## src/hw/rtl/lkc_pkg.sv

```systemverilog
// Shared constants and types of the LRU key-value cache.
package lkc_pkg;

  localparam int unsigned DefaultEntries = 16;
  localparam int unsigned QueueDepth     = 2;
  localparam int unsigned DataW          = 32;
  localparam int unsigned CapW           = 5;
  localparam logic [CapW-1:0] CapReset   = 5'd16;

  localparam logic ActGet = 1'b0;
  localparam logic ActSet = 1'b1;

  // What the back end has to do with one word.
  typedef enum logic [2:0] {
    OP_GET_HIT,
    OP_GET_MISS,
    OP_SET_HIT,
    OP_SET_EVICT,
    OP_SET_INSERT
  } kind_e;

  typedef struct packed {
    kind_e             kind;
    logic [DataW-1:0]  key;
    logic [DataW-1:0]  value;
  } op_t;

endpackage

```

## src/hw/rtl/lkc_req_if.sv

```systemverilog
// Request channel: action, key and value with valid/ready.
interface lkc_req_if;
  logic                             valid;
  logic                             ready;
  logic                             action;
  logic signed [lkc_pkg::DataW-1:0] key;
  logic signed [lkc_pkg::DataW-1:0] value;

  modport source (output valid, action, key, value, input ready);
  modport sink (input valid, action, key, value, output ready);
endinterface

```

## src/hw/rtl/lkc_rsp_if.sv

```systemverilog
// Response channel: found flag and read value with valid/ready.
interface lkc_rsp_if;
  logic                             valid;
  logic                             ready;
  logic                             found;
  logic signed [lkc_pkg::DataW-1:0] read_value;

  modport source (output valid, found, read_value, input ready);
  modport sink (input valid, found, read_value, output ready);
endinterface

```

## src/hw/rtl/lkc_queue.sv

```systemverilog
// Short FIFO of classified operations between front and back end.
module lkc_queue #(
  parameter int unsigned Width = 1,
  parameter int unsigned Depth = lkc_pkg::QueueDepth
) (
  input  logic             clk_i,
  input  logic             rst_ni,
  input  logic             push_i,
  input  logic [Width-1:0] wdata_i,
  input  logic             pop_i,
  output logic [Width-1:0] rdata_o,
  output logic             empty_o
);

  localparam int unsigned PtrW = (Depth > 1) ? $clog2(Depth) : 1;
  localparam int unsigned CntW = $clog2(Depth + 1);

  logic [Width-1:0] slot_q [Depth];
  logic [PtrW-1:0]  wr_q, rd_q;
  logic [CntW-1:0]  cnt_q;
  logic             full;
  logic             do_push, do_pop;

  function automatic logic [PtrW-1:0] bump(input logic [PtrW-1:0] p);
    bump = (p == PtrW'(Depth - 1)) ? '0 : p + 1'b1;
  endfunction

  assign empty_o = (cnt_q == '0);
  assign full    = (cnt_q == CntW'(Depth));
  assign do_push = push_i && !full;
  assign do_pop  = pop_i && !empty_o;
  assign rdata_o = slot_q[rd_q];

  always_ff @(posedge clk_i or negedge rst_ni) begin
    if (!rst_ni) begin
      wr_q  <= '0;
      rd_q  <= '0;
      cnt_q <= '0;
    end else begin
      if (do_push) wr_q <= bump(wr_q);
      if (do_pop)  rd_q <= bump(rd_q);
      if (do_push && !do_pop) begin
        cnt_q <= cnt_q + 1'b1;
      end else if (do_pop && !do_push) begin
        cnt_q <= cnt_q - 1'b1;
      end
    end
  end

  always_ff @(posedge clk_i) begin
    if (do_push) slot_q[wr_q] <= wdata_i;
  end

endmodule

```

## src/hw/rtl/lkc_front.sv

```systemverilog
// Front end: takes request words, holds capacity, compares keys and classifies.
module lkc_front #(
  parameter int unsigned ENTRIES = lkc_pkg::DefaultEntries,
  parameter int unsigned IdxW    = (ENTRIES > 1) ? $clog2(ENTRIES) : 1,
  parameter int unsigned OccW    = $clog2(ENTRIES + 1)
) (
  input  logic                      clk_i,
  input  logic                      rst_ni,
  input  logic                      cfg_we_i,
  input  logic [lkc_pkg::CapW-1:0]  cfg_wdata_i,
  lkc_req_if.sink                   req_i,
  input  logic [lkc_pkg::DataW-1:0] key_i [ENTRIES],
  input  logic [ENTRIES-1:0]        valid_i,
  input  logic [IdxW-1:0]           rank_i [ENTRIES],
  input  logic [OccW-1:0]           occ_i,
  input  logic                      q_empty_i,
  output logic                      push_o,
  output lkc_pkg::op_t              op_o,
  output logic [IdxW-1:0]           slot_o,
  output logic [IdxW-1:0]           rank_o
);

  localparam int unsigned CW = (OccW > lkc_pkg::CapW) ? OccW : lkc_pkg::CapW;

  logic                      hold_q;
  logic                      act_q;
  logic [lkc_pkg::DataW-1:0] key_q, value_q;
  logic [lkc_pkg::CapW-1:0]  cap_q;

  logic                      classify;
  logic [ENTRIES-1:0]        match, lru, free;
  logic [IdxW-1:0]           hit_slot, lru_slot, free_slot, hit_rank, lru_rank;
  logic [CW-1:0]             cap_ext, eff_cap;
  logic                      full;

  // Classify only once every earlier op has updated the tags.
  assign classify    = hold_q && q_empty_i;
  assign req_i.ready = !hold_q || classify;
  assign push_o      = classify;

  always_ff @(posedge clk_i or negedge rst_ni) begin
    if (!rst_ni) begin
      hold_q <= 1'b0;
      cap_q  <= lkc_pkg::CapReset;
    end else begin
      if (cfg_we_i) cap_q <= cfg_wdata_i;
      if (req_i.valid && req_i.ready) begin
        hold_q <= 1'b1;
      end else if (classify) begin
        hold_q <= 1'b0;
      end
    end
  end

  always_ff @(posedge clk_i) begin
    if (req_i.valid && req_i.ready) begin
      act_q   <= req_i.action;
      key_q   <= req_i.key;
      value_q <= req_i.value;
    end
  end

  assign lru_rank = IdxW'(occ_i - OccW'(1));

  always_comb begin
    match    = '0;
    lru      = '0;
    free     = '0;
    hit_rank = '0;
    for (int i = 0; i < ENTRIES; i++) begin
      match[i] = valid_i[i] && (key_i[i] == key_q);
      lru[i]   = valid_i[i] && (rank_i[i] == lru_rank);
      free[i]  = !valid_i[i];
      hit_rank = hit_rank | (match[i] ? rank_i[i] : '0);
    end
  end

  // Lowest index wins.
  always_comb begin
    hit_slot  = '0;
    lru_slot  = '0;
    free_slot = '0;
    for (int i = ENTRIES - 1; i >= 0; i--) begin
      if (match[i]) hit_slot  = IdxW'(i);
      if (lru[i])   lru_slot  = IdxW'(i);
      if (free[i])  free_slot = IdxW'(i);
    end
  end

  // Capacity clamped to 1..ENTRIES.
  assign cap_ext = CW'(cap_q);
  always_comb begin
    priority if (cap_ext == '0) begin
      eff_cap = CW'(1);
    end else if (cap_ext > CW'(ENTRIES)) begin
      eff_cap = CW'(ENTRIES);
    end else begin
      eff_cap = cap_ext;
    end
  end
  assign full = (CW'(occ_i) >= eff_cap);

  always_comb begin
    op_o.key   = key_q;
    op_o.value = value_q;
    slot_o     = hit_slot;
    rank_o     = hit_rank;
    priority if (act_q == lkc_pkg::ActGet) begin
      op_o.kind = (|match) ? lkc_pkg::OP_GET_HIT : lkc_pkg::OP_GET_MISS;
    end else if (|match) begin
      op_o.kind = lkc_pkg::OP_SET_HIT;
    end else if (full) begin
      op_o.kind = lkc_pkg::OP_SET_EVICT;
      slot_o    = lru_slot;
      rank_o    = lru_rank;
    end else begin
      op_o.kind = lkc_pkg::OP_SET_INSERT;
      slot_o    = free_slot;
      rank_o    = '0;
    end
  end

endmodule

```

## src/hw/rtl/lkc_back.sv

```systemverilog
// Back end: tag, recency and value storage, op execution and response register.
module lkc_back #(
  parameter int unsigned ENTRIES = lkc_pkg::DefaultEntries,
  parameter int unsigned IdxW    = (ENTRIES > 1) ? $clog2(ENTRIES) : 1,
  parameter int unsigned OccW    = $clog2(ENTRIES + 1)
) (
  input  logic                      clk_i,
  input  logic                      rst_ni,
  input  logic                      q_empty_i,
  input  lkc_pkg::op_t              op_i,
  input  logic [IdxW-1:0]           slot_i,
  input  logic [IdxW-1:0]           rank_i,
  output logic                      pop_o,
  output logic [lkc_pkg::DataW-1:0] key_o [ENTRIES],
  output logic [ENTRIES-1:0]        valid_o,
  output logic [IdxW-1:0]           rank_o [ENTRIES],
  output logic [OccW-1:0]           occ_o,
  lkc_rsp_if.source                 rsp_o
);

  logic [lkc_pkg::DataW-1:0] key_q [ENTRIES];
  logic [IdxW-1:0]           rank_q [ENTRIES];
  logic [ENTRIES-1:0]        valid_q;
  logic [OccW-1:0]           occ_q;
  logic [lkc_pkg::DataW-1:0] val_mem [ENTRIES];
  logic [lkc_pkg::DataW-1:0] rdata_q;

  logic                      resp_pend_q;
  lkc_pkg::kind_e            resp_kind_q;
  logic                      out_valid_q, out_found_q;
  logic [lkc_pkg::DataW-1:0] out_value_q;

  logic                      resp_move;
  logic                      is_set, is_alloc, is_touch, is_insert;
  logic                      resp_found;
  logic [lkc_pkg::DataW-1:0] resp_value;

  assign key_o   = key_q;
  assign rank_o  = rank_q;
  assign valid_o = valid_q;
  assign occ_o   = occ_q;

  assign resp_move = resp_pend_q && (!out_valid_q || rsp_o.ready);
  assign pop_o     = !q_empty_i && (!resp_pend_q || resp_move);

  assign is_insert = (op_i.kind == lkc_pkg::OP_SET_INSERT);
  assign is_alloc  = is_insert || (op_i.kind == lkc_pkg::OP_SET_EVICT);
  assign is_set    = is_alloc || (op_i.kind == lkc_pkg::OP_SET_HIT);
  assign is_touch  = (op_i.kind == lkc_pkg::OP_GET_HIT) || (op_i.kind == lkc_pkg::OP_SET_HIT)
                     || (op_i.kind == lkc_pkg::OP_SET_EVICT);

  // Recency: touched slot goes to rank 0, more recent valid slots age by one; an insert ages every valid slot.
  always_ff @(posedge clk_i or negedge rst_ni) begin
    if (!rst_ni) begin
      valid_q <= '0;
      occ_q   <= '0;
    end else if (pop_o && is_insert) begin
      valid_q[slot_i] <= 1'b1;
      occ_q           <= occ_q + 1'b1;
    end
  end

  always_ff @(posedge clk_i) begin
    if (pop_o) begin
      for (int i = 0; i < ENTRIES; i++) begin
        if (is_touch || is_insert) begin
          if (IdxW'(i) == slot_i) begin
            rank_q[i] <= '0;
          end else if (valid_q[i] && (is_insert || rank_q[i] < rank_i)) begin
            rank_q[i] <= rank_q[i] + 1'b1;
          end
        end
        if (is_alloc && IdxW'(i) == slot_i) key_q[i] <= op_i.key;
      end
    end
  end

  // Value memory: one write and one registered read port.
  always_ff @(posedge clk_i) begin
    if (pop_o) begin
      rdata_q <= val_mem[slot_i];
      if (is_set) val_mem[slot_i] <= op_i.value;
    end
  end

  always_comb begin
    unique case (resp_kind_q)
      lkc_pkg::OP_GET_HIT: begin
        resp_found = 1'b1;
        resp_value = rdata_q;
      end
      lkc_pkg::OP_GET_MISS: begin
        resp_found = 1'b0;
        resp_value = '1;
      end
      lkc_pkg::OP_SET_HIT: begin
        resp_found = 1'b1;
        resp_value = '0;
      end
      default: begin
        resp_found = 1'b0;
        resp_value = '0;
      end
    endcase
  end

  always_ff @(posedge clk_i or negedge rst_ni) begin
    if (!rst_ni) begin
      resp_pend_q <= 1'b0;
      resp_kind_q <= lkc_pkg::OP_GET_MISS;
      out_valid_q <= 1'b0;
    end else begin
      if (pop_o) begin
        resp_pend_q <= 1'b1;
        resp_kind_q <= op_i.kind;
      end else if (resp_move) begin
        resp_pend_q <= 1'b0;
      end
      if (resp_move) begin
        out_valid_q <= 1'b1;
      end else if (rsp_o.ready) begin
        out_valid_q <= 1'b0;
      end
    end
  end

  always_ff @(posedge clk_i) begin
    if (resp_move) begin
      out_found_q <= resp_found;
      out_value_q <= resp_value;
    end
  end

  assign rsp_o.valid      = out_valid_q;
  assign rsp_o.found      = out_found_q;
  assign rsp_o.read_value = out_value_q;

endmodule

```

## src/hw/rtl/lru_key_value_cache.sv

```systemverilog
// Top level of the fully associative LRU key-value cache.
// Path from request accept to response valid: request register, queue, value read and
// response pending registers, output register. A word is classified only after the previous
// word has updated tags and recency (compare step, then update step).
// Reset: valid bits, occupancy and control clear at once; capacity resets to 16.
module lru_key_value_cache #(
  parameter int unsigned ENTRIES     = lkc_pkg::DefaultEntries,
  parameter int unsigned QUEUE_DEPTH = lkc_pkg::QueueDepth
) (
  input  logic                     clk_i,
  input  logic                     rst_ni,
  input  logic                     cfg_we_i,
  input  logic [lkc_pkg::CapW-1:0] cfg_wdata_i,
  lkc_req_if.sink                  req_i,
  lkc_rsp_if.source                rsp_o
);

  // Slot index and recency rank share one width; occupancy can reach ENTRIES.
  localparam int unsigned IdxW = (ENTRIES > 1) ? $clog2(ENTRIES) : 1;
  localparam int unsigned OccW = $clog2(ENTRIES + 1);
  localparam int unsigned QW   = $bits(lkc_pkg::op_t) + 2 * IdxW;

  // Tag state owned by the back end, seen by the front end's comparators.
  logic [lkc_pkg::DataW-1:0] tag_key [ENTRIES];
  logic [IdxW-1:0]           tag_rank [ENTRIES];
  logic [ENTRIES-1:0]        tag_valid;
  logic [OccW-1:0]           occ;

  // Classified op on its way from front to back.
  lkc_pkg::op_t    f_op, b_op;
  logic [IdxW-1:0] f_slot, f_rank, b_slot, b_rank;
  logic            push, pop, q_empty;

  // Front: request register, capacity register, parallel key compare,
  // LRU / free slot search and hit/evict/insert decision.
  lkc_front #(
    .ENTRIES (ENTRIES),
    .IdxW    (IdxW),
    .OccW    (OccW)
  ) u_front (
    .clk_i       (clk_i),
    .rst_ni      (rst_ni),
    .cfg_we_i    (cfg_we_i),
    .cfg_wdata_i (cfg_wdata_i),
    .req_i       (req_i),
    .key_i       (tag_key),
    .valid_i     (tag_valid),
    .rank_i      (tag_rank),
    .occ_i       (occ),
    .q_empty_i   (q_empty),
    .push_o      (push),
    .op_o        (f_op),
    .slot_o      (f_slot),
    .rank_o      (f_rank)
  );

  // Queue decouples classification from execution; a stalled response
  // holds the op here while the front end keeps its next word.
  lkc_queue #(
    .Width (QW),
    .Depth (QUEUE_DEPTH)
  ) u_queue (
    .clk_i   (clk_i),
    .rst_ni  (rst_ni),
    .push_i  (push),
    .wdata_i ({f_op, f_slot, f_rank}),
    .pop_i   (pop),
    .rdata_o ({b_op, b_slot, b_rank}),
    .empty_o (q_empty)
  );

  // Back: recency update, key/value writes, value read and output register.
  lkc_back #(
    .ENTRIES (ENTRIES),
    .IdxW    (IdxW),
    .OccW    (OccW)
  ) u_back (
    .clk_i     (clk_i),
    .rst_ni    (rst_ni),
    .q_empty_i (q_empty),
    .op_i      (b_op),
    .slot_i    (b_slot),
    .rank_i    (b_rank),
    .pop_o     (pop),
    .key_o     (tag_key),
    .valid_o   (tag_valid),
    .rank_o    (tag_rank),
    .occ_o     (occ),
    .rsp_o     (rsp_o)
  );

endmodule

```

## src/flat_wrapper.sv

```systemverilog
// flat-port wrapper written by rule: the top's interface ports become plain ports
module lru_key_value_cache_flat 
#(
  parameter int unsigned ENTRIES     = lkc_pkg::DefaultEntries,
  parameter int unsigned QUEUE_DEPTH = lkc_pkg::QueueDepth
)
  (clk_i, rst_ni, cfg_we_i, cfg_wdata_i, req_i_valid, req_i_action, req_i_key, req_i_value, req_i_ready, rsp_o_valid, rsp_o_found, rsp_o_read_value, rsp_o_ready);
  lkc_req_if req_i_i ();
  lkc_rsp_if rsp_o_i ();
  input  logic clk_i;
  input  logic rst_ni;
  input  logic cfg_we_i;
  input  logic [lkc_pkg::CapW-1:0] cfg_wdata_i;
  input wire logic [$bits(req_i_i.valid)-1:0] req_i_valid;
  input wire logic [$bits(req_i_i.action)-1:0] req_i_action;
  input wire logic [$bits(req_i_i.key)-1:0] req_i_key;
  input wire logic [$bits(req_i_i.value)-1:0] req_i_value;
  output wire logic [$bits(req_i_i.ready)-1:0] req_i_ready;
  output wire logic [$bits(rsp_o_i.valid)-1:0] rsp_o_valid;
  output wire logic [$bits(rsp_o_i.found)-1:0] rsp_o_found;
  output wire logic [$bits(rsp_o_i.read_value)-1:0] rsp_o_read_value;
  input wire logic [$bits(rsp_o_i.ready)-1:0] rsp_o_ready;
  assign req_i_i.valid = req_i_valid;
  assign req_i_i.action = req_i_action;
  assign req_i_i.key = req_i_key;
  assign req_i_i.value = req_i_value;
  assign req_i_ready = req_i_i.ready;
  assign rsp_o_valid = rsp_o_i.valid;
  assign rsp_o_found = rsp_o_i.found;
  assign rsp_o_read_value = rsp_o_i.read_value;
  assign rsp_o_i.ready = rsp_o_ready;
  lru_key_value_cache #(.ENTRIES(ENTRIES), .QUEUE_DEPTH(QUEUE_DEPTH)) u_core (.clk_i(clk_i), .rst_ni(rst_ni), .cfg_we_i(cfg_we_i), .cfg_wdata_i(cfg_wdata_i), .req_i(req_i_i), .rsp_o(rsp_o_i));
endmodule
```

## config.mk

```make
export PLATFORM = sky130hd
export DESIGN_NAME = lru_key_value_cache_flat
export DESIGN_NICKNAME = d
export VERILOG_FILES = /design/src/hw/rtl/lkc_pkg.sv /design/src/hw/rtl/lkc_req_if.sv /design/src/hw/rtl/lkc_rsp_if.sv /design/src/hw/rtl/lkc_queue.sv /design/src/hw/rtl/lkc_front.sv /design/src/hw/rtl/lkc_back.sv /design/src/hw/rtl/lru_key_value_cache.sv /design/src/flat_wrapper.sv
export SDC_FILE = /design/constraint.sdc
export NUM_CORES = 2
export LEC_CHECK = 0
export ABC_AREA = 0
export ABC_CLOCK_PERIOD_IN_PS = 5200
export BUFFER_PORTS_ARGS = -buffer_cell sky130_fd_sc_hd__buf_2
export CORE_AREA = 8 8 370 372
export CTS_BUF_LIST = sky130_fd_sc_hd__clkbuf_4
export CTS_CLUSTER_DIAMETER = 60
export CTS_CLUSTER_SIZE = 12
export DETAILED_ROUTE_END_ITERATION = 10
export DIE_AREA = 0 0 378 380
export REMOVE_ABC_BUFFERS = 1
export SLEW_MARGIN = 25
export SYNTH_ARGS = -nofsm -noshare
export SYNTH_HDL_FRONTEND = slang
export SYNTH_SLANG_ARGS = --single-unit
```

## constraint.sdc

```tcl
create_clock -name clk_i -period 5.2 [get_ports clk_i]
set_input_delay 0.78 -clock clk_i [delete_from_list [all_inputs] [get_ports clk_i]]
set_output_delay 0.78 -clock clk_i [all_outputs]
set_load 0.02 [all_outputs]
```

=== Word-level counts from Yosys, hierarchy flattened ===
Memories as Yosys holds them, arrays and structs flattened. A register that Yosys moved wholly into a read port is not among the register bits.
Cells that the tools add are included.

* Bits of input ports: 75
* Logic and storage cells: 435
* Flip-flop bits (word level): 710
* Memory bits (writable): 662
* Output and inout bits: 35
* Memories: 2

* Bitwise logic cells: 16
* Reductions and logical operators: 164
* Mux-type cells: 111
* Add/sub/neg operators: 22
* Order comparisons: 20
* Equality and inequality tests: 53

{| class="wikitable"
|+ Memories
! memory !! depth !! width !! read ports !! clocked after memory_dff !! write ports !! RTL line !! text
|-
| u_core.u_back.val_mem || 16 || 32 || 1 || 1 || 1 || lkc_back.sv:25 || <nowiki>logic [lkc_pkg::DataW-1:0] val_mem [ENTRIES];</nowiki>
|-
| u_core.u_queue.slot_q || 2 || 75 || 1 || 0 || 1 || lkc_queue.sv:18 || <nowiki>logic [Width-1:0] slot_q [Depth];</nowiki>
|}

{| class="wikitable"
|+ Operators by type and width
! kind !! count
|-
| 32-bit == test || 16
|-
| 4-bit 2-to-1 mux || 86
|-
| 1-bit logical AND || 74
|-
| 4-bit by 1-bit adder with 4-bit output, second input constant || 16
|-
| 4-bit == test || 16
|-
| 4-bit < comparator || 16
|-
| 32-bit one-hot mux with 2 select lines || 1
|-
| 4-bit OR || 15
|-
| 3-bit AND reduction || 16
|-
| 2-bit nonzero test || 20
|-
| 4-bit == test, first input constant || 8
|-
| 2-bit AND reduction || 16
|-
| 1-bit logical OR || 24
|-
| 3-bit by 4-bit == test with 1-bit output, first input constant || 4
|-
| 1-bit 2-to-1 mux || 16
|-
| 16-bit OR || 1
|-
| 16-bit OR reduction || 1
|-
| 5-bit 2-to-1 mux || 2
|-
| 3-bit by 2-bit == test with 1-bit output, second input constant || 3
|-
| 3-bit 2-to-1 mux || 3
|-
| 2-bit by 4-bit == test with 1-bit output, first input constant || 2
|-
| 1-bit zero test || 7
|-
| 3-bit zero test || 2
|-
| 5-bit by 1-bit adder with 5-bit output, second input constant || 1
|-
| other kinds (18) || 20
|}

=== Longest topological paths before layout ===
* Depth in word-level cells: 22
* Gate-level depth with buffers: 14
* Depth with buffers taken out: 12

=== By module ===
A second synthesis with hierarchy kept.

* Cell total of the unflattened synthesis: 3296
* Area, all modules: 58066.9 sq um

{| class="wikitable"
|+ By module, submodules not included
! module !! cells an instance !! instances !! sequential area each (sq um) !! area each (sq um)
|-
| lkc_back || 1914 || 1 || 35275.1 || 42030.3
|-
| lkc_front || 1130 || 1 || 2103.3 || 10277.4
|-
| lkc_queue || 252 || 1 || 4604.4 || 5759.3
|}

=== Worst setup path before layout ===
Ideal clock, no wire load.

* Kind: input-to-reg
* Start point: input rsp_o_ready
* End point: register u_core.u_back.key_q, in the netlist u_core.u_back.key_o[192], enable pin
* Path buffers: 2
* Stages: 7
* Setup slack: 514 ps
* Arrival time: 4265 ps
* Library setup time: 421 ps
* Cell sequence: nor2b_1 > a21oi_1 > clkbuf_1 > nand2_1 > a21o_1 > clkbuf_1 > nor2_1

* Longest elaborated chain between the ends: 5

{| class="wikitable"
|+ RTL lines
! element !! RTL line !! text
|-
| start, declared || flat_wrapper.sv:22 || <nowiki>input wire logic [$bits(rsp_o_i.ready)-1:0] rsp_o_ready;</nowiki>
|-
| 1-bit logical OR || lkc_back.sv:43 || <nowiki>assign resp_move = resp_pend_q && (!out_valid_q || rsp_o.ready);</nowiki>
|-
| 1-bit logical AND || lkc_back.sv:43 ||
|-
| 1-bit logical OR || lkc_back.sv:44 || <nowiki>assign pop_o = !q_empty_i && (!resp_pend_q || resp_move);</nowiki>
|-
| 1-bit logical AND || lkc_back.sv:44 ||
|-
| named net u_core.pop || lru_key_value_cache.sv:32 || <nowiki>logic push, pop, q_empty;</nowiki>
|-
| 2-bit AND reduction (no source line) || -- ||
|-
| end signal, assigned by index || lkc_back.sv:73 || <nowiki>if (is_alloc && IdxW'(i) == slot_i) key_q[i] <= op_i.key;</nowiki>
|-
| end, declared || lkc_back.sv:21 || <nowiki>logic [lkc_pkg::DataW-1:0] key_q [ENTRIES];</nowiki>
|}

The timed path passes the listed nets, and every way through them passes these cells.
A chain may end at the register's enable or synchronous reset.

=== Worst setup path in the final report ===
* Start point: register u_core.u_front.key_q[20] (netlist name)
* End point: memory u_core.u_queue.slot_q[1][5] (netlist name), data pin

* Longest elaborated chain between the ends: 20

{| class="wikitable"
|+ RTL lines
! element !! RTL line !! text
|-
| start, declared || lkc_front.sv:27 || <nowiki>logic [lkc_pkg::DataW-1:0] key_q, value_q;</nowiki>
|-
| start signal, assigned || lkc_front.sv:58 || <nowiki>key_q <= req_i.key;</nowiki>
|-
| 32-bit == test || lkc_front.sv:71 || <nowiki>match[i] = valid_i[i] && (key_i[i] == key_q);</nowiki>
|-
| 1-bit logical AND || lkc_front.sv:71 ||
|-
| 4-bit 2-to-1 mux (16 in series) || lkc_front.sv:84 || <nowiki>if (match[i]) hit_slot = IdxW'(i);</nowiki>
|-
| 4-bit 2-to-1 mux || lkc_front.sv:110 || <nowiki>end else if (|match) begin</nowiki>
|-
| 4-bit 2-to-1 mux (*) || lkc_front.sv:108 || <nowiki>priority if (act_q == lkc_pkg::ActGet) begin</nowiki>
|-
| named net u_core.f_slot[1] || lru_key_value_cache.sv:31 || <nowiki>logic [IdxW-1:0] f_slot, f_rank, b_slot, b_rank;</nowiki>
|-
| end, declared || lkc_queue.sv:18 ||
|}

The timed path passes the listed nets; every way through them passes the cells marked *.

==> metrics <==
endpoint type of the worst setup path register; fraction of the yosys area taken by sequential cells 71.8%; Tcrit/Tclk final 79.0%; switching power share of the total about a third; number of global-route vias before repair 31.1k; max-slew violation count 0; Sequential Power Share slightly above 50%; H-tree level count 4; arrival time reported for the critical path endpoint about 5.0 ns; minimum clock period ~4.1 ns; number of antenna-violating nets in the routed design 0; area growth from synthesis to layout 9.78%; setup-violating endpoint count in the final report 0; cells after synthesis between 3k and 4k; hold violation count in the final report 0; min-delay worst type primary input to register; Routability Congestion ~0.92; critical setup path kind register to register; Die X-Extent roughly 380 um; hold buffers post-CTS 81; worst slack on hold paths between 0.3 and 0.4 ns; clock tree from TritonCTS yes; Synthesis Warnings 0; global router's overall resource usage ~22%; average footprint of a synthesized cell around 17 um2; WHS Path Cells 2; die height 380 um; fill cell count about 11k; Cell variety after synth 68; first drt pass iteration count 5; CP Launch Type register; clock latency at the later pin of the worst-skew pair ~1.2 ns; combinational power share a little under a third; cell with the biggest individual delay on the critical path edfxtp_1; global routing's busiest layer met2; number of top-level pins 110; Design Power ~31000 uW; EDFF count, synth 1368; clock-pin slew reported for the worst setup and hold paths after clock tree synthesis 0.12 ns; residual overflow from global routing 0; HPWL after detailed placement 98500 um; site row count between 100 and 150; Wirelength per Cell ~29 um; initial antenna violation count 5; maximum frequency from static timing analysis between 0.2 and 0.25 GHz; relative slew slack between 20% and 30%; first-pass GRT wire length 227000 um; layout cells sized above 1 roughly a fifth; CORE AREA 131000 um2; effective utilization at floorplan 44.7%; Top FF cell, synth edfxtp_1; Starting DRT DRC Count 3172; transition at the pin with the smallest max-transition slack ~1.0 ns; max_cap viols 0; critical path's largest stage delay 1.02 ns; P_sw between 10000 and 15000 uW; cells along the critical path buf_4 -> xor2_1 -> nor4_1 -> nand4_1 -> nor4_4 -> nor4_1 -> a2111oi_0 -> o22ai_1; maximum count of clock buffers along a single path 3; clock net sink count between 1k and 1.5k; met1 demand-to-capacity share in global routing between 20% and 30%; mapped cell area between 50000 and 60000 um2; clock share of power around 18%; count of nets after finishing 3836; CP Max Fanout 14; worst vdd rail ir drop around 0.25 mV; clock root buffer master clkbuf_4; required time of the critical path 6.07 ns; GRT met3 Usage 3.21%; async set-reset flop share out of synthesis between 2 and 3%; Buffers on Ports around 110; final core occ ~49%; static leakage power ~0.022 uW; unrepaired setup endpoints after global routing false; post-route clock skew a little under 0.1 ns; post-synthesis register bit count 1404; pin count of the biggest net entering global routing 76; overall die area between 100000 and 150000 um2; run status completed; DRC violations left 0; P_int ~20000 uW; routed wire length 159000 um; number of buffers created by CTS between 100 and 150; Post-CTS Resized 0; vias post-DR 31.4k; global routing met2 resource utilization a little over a third; Reg2Reg Depth 8; routed vias/inst ~5.7; power density over the cells between 400 and 500 nW/um2; setup fix buffers added after clock tree synthesis 0; Most common cell on crit path nor4_1
flip-flops by register name, summed over array words and instances (netlist names), 2 cells and up:
register                        cells
u_core.u_back.rdata_q              32
u_core.u_queue.cnt_q                2
u_core.u_back.valid_o              16
u_core.u_back.key_o               512
u_core.u_front.value_q             32
u_core.u_back.rank_o               64
u_core.u_back.occ_o                 5
u_core.u_queue.slot_q             150
u_core.u_back.resp_kind_q           3
u_core.u_front.key_q               32
u_core.u_back.rsp_o.read_value     32
u_core.u_back.val_mem             512
u_core.u_front.cap_ext              5
layout make-up:
type / count / area, um2 / area share, %
Inverter: 15 / 56.3 / 0.0877
Clock buffer: 163 / 1220 / 1.91
Sequential cell: 1404 / 42000 / 65.4
Clock inverter: 37 / 437 / 0.680
Timing Repair Buffer: 317 / 2400 / 3.74
Tap cell: 1755 / 2200 / 3.42
Antenna cell: 6 / 15.0 / 0.0234
Multi-Input combinational cell: 1806 / 15900 / 24.7
cells in the mapped netlist (all sizes together) (4+ instances only):
cell	number	area share (%)
xnor3	16	0.62
nand2b	22	0.24
o21a	16	0.21
and2	18	0.19
a21oi	41	0.35
o31ai	6	0.11
a31oi	35	0.37
inv	15	0.096
edfxtp	1368	70
a221oi	17	0.27
mux2	73	1.4
clkbuf	47	0.30
ha	72	1.5
nand4	38	0.41
and4	4	0.060
a22o	16	0.24
a21o	47	0.60
nor3	45	0.43
o32ai	4	0.086
nor2b	8	0.086
and3	36	0.39
a211oi	6	0.077
nor4	115	1.4
nand3	52	0.45
or4	5	0.083
nand2	173	1.1
dfrtp	34	1.5
o21ai	46	0.39
nor2	125	0.80
xnor2	95	1.4
mux4	128	4.9
xor2	507	7.6
buf	99	1.4
mux2i	13	0.22
layout by cell type (no fill, tap or decap), drive strengths merged, types with 22 or more instances in the layout:
cell / n
mux4: 128
buf: 237
nand3: 52
nor3: 45
nand2b: 22
xnor2: 95
xor2: 507
nor4: 115
nand2: 173
dlygate4sd3: 80
mux2: 73
edfxtp: 1368
inv: 24
clkbuf: 163
a21o: 47
o21ai: 46
and3: 36
dfrtp: 34
nor2: 125
a21oi: 41
ha: 72
a31oi: 35
nand4: 38
worst max-delay path: cells and delay by family (launching register included):
family	cells	cell delay (ns)
buffers and inverters	1	0.31
XOR/XNOR	1	0.08
AO/OA/AOI/OAI	2	0.90
AND/OR/NAND/NOR	4	1.57
flip-flops	1	1.02
metal layers:
| layer | routed length, um | share of wire (%) | vias up |
|---|---|---|---|
| li1 | - | - | 13500 |
| met1 | 67000 | 42 | 16400 |
| met2 | 77800 | 49 | 1198 |
| met3 | 9740 | 6.1 | 254 |
| met4 | 4780 | 3.0 | 0 |
| met5 | 0 | 0 | - |
cell families (layout without fill, tap and decap cells):
family,count (synthesis),count (layout),synth area share (%)
flops,1404,1404,71.8
simple gates,648,648,5.70
xor+xnor,618,618,9.65
compound gates,254,254,3.00
mux,214,214,6.56
buf+inv,161,532,1.75
fa+ha+maj,72,72,1.54
other cells,0,6,0
stage by stage:
step	area, um2	setup WS (ns)	setup TNS (ns)	cells
final	64200	1.09	0	5503
after global routing	64200	0.895	0	5501
after CTS	64100	1.13	0	5495
after detailed placement	61600	1.12	0	5214
after global placement	61600	1.17	0	5214
after floorplan	57500	-2.28	-1739.01	3225
power groups by stage:
| stage | registers [uW] | clock network (uW) | logic, uW |
|---|---|---|---|
| CTS | 16000 | 5710 | 9760 |
| floorplan | 16200 | 0 | 5580 |
| detailed placement | 16200 | 0 | 9670 |
| global route | 16100 | 6090 | 10400 |
| global placement | 16200 | 0 | 9590 |
| finish | 16000 | 5530 | 9690 |
worst paths after layout:
kind | start | endpoint | slack, ns
min reg2reg | u_core.u_front.value_q[30] | u_core.u_queue.slot_q[1][38] | 0.45
max | u_core.u_front.key_q[20] | u_core.u_queue.slot_q[1][5] | 1.09
min in group asynchronous | rst_ni | u_core.u_back.valid_o[2] | 0.62
max in group asynchronous | rst_ni | u_core.u_front.cap_ext[3] | 4.13
max reg2reg | u_core.u_front.key_q[20] | u_core.u_queue.slot_q[1][5] | 1.09
min | req_i_value[2] | u_core.u_front.value_q[2] | 0.34
Note: power is estimated with default switching activity, not from simulation.
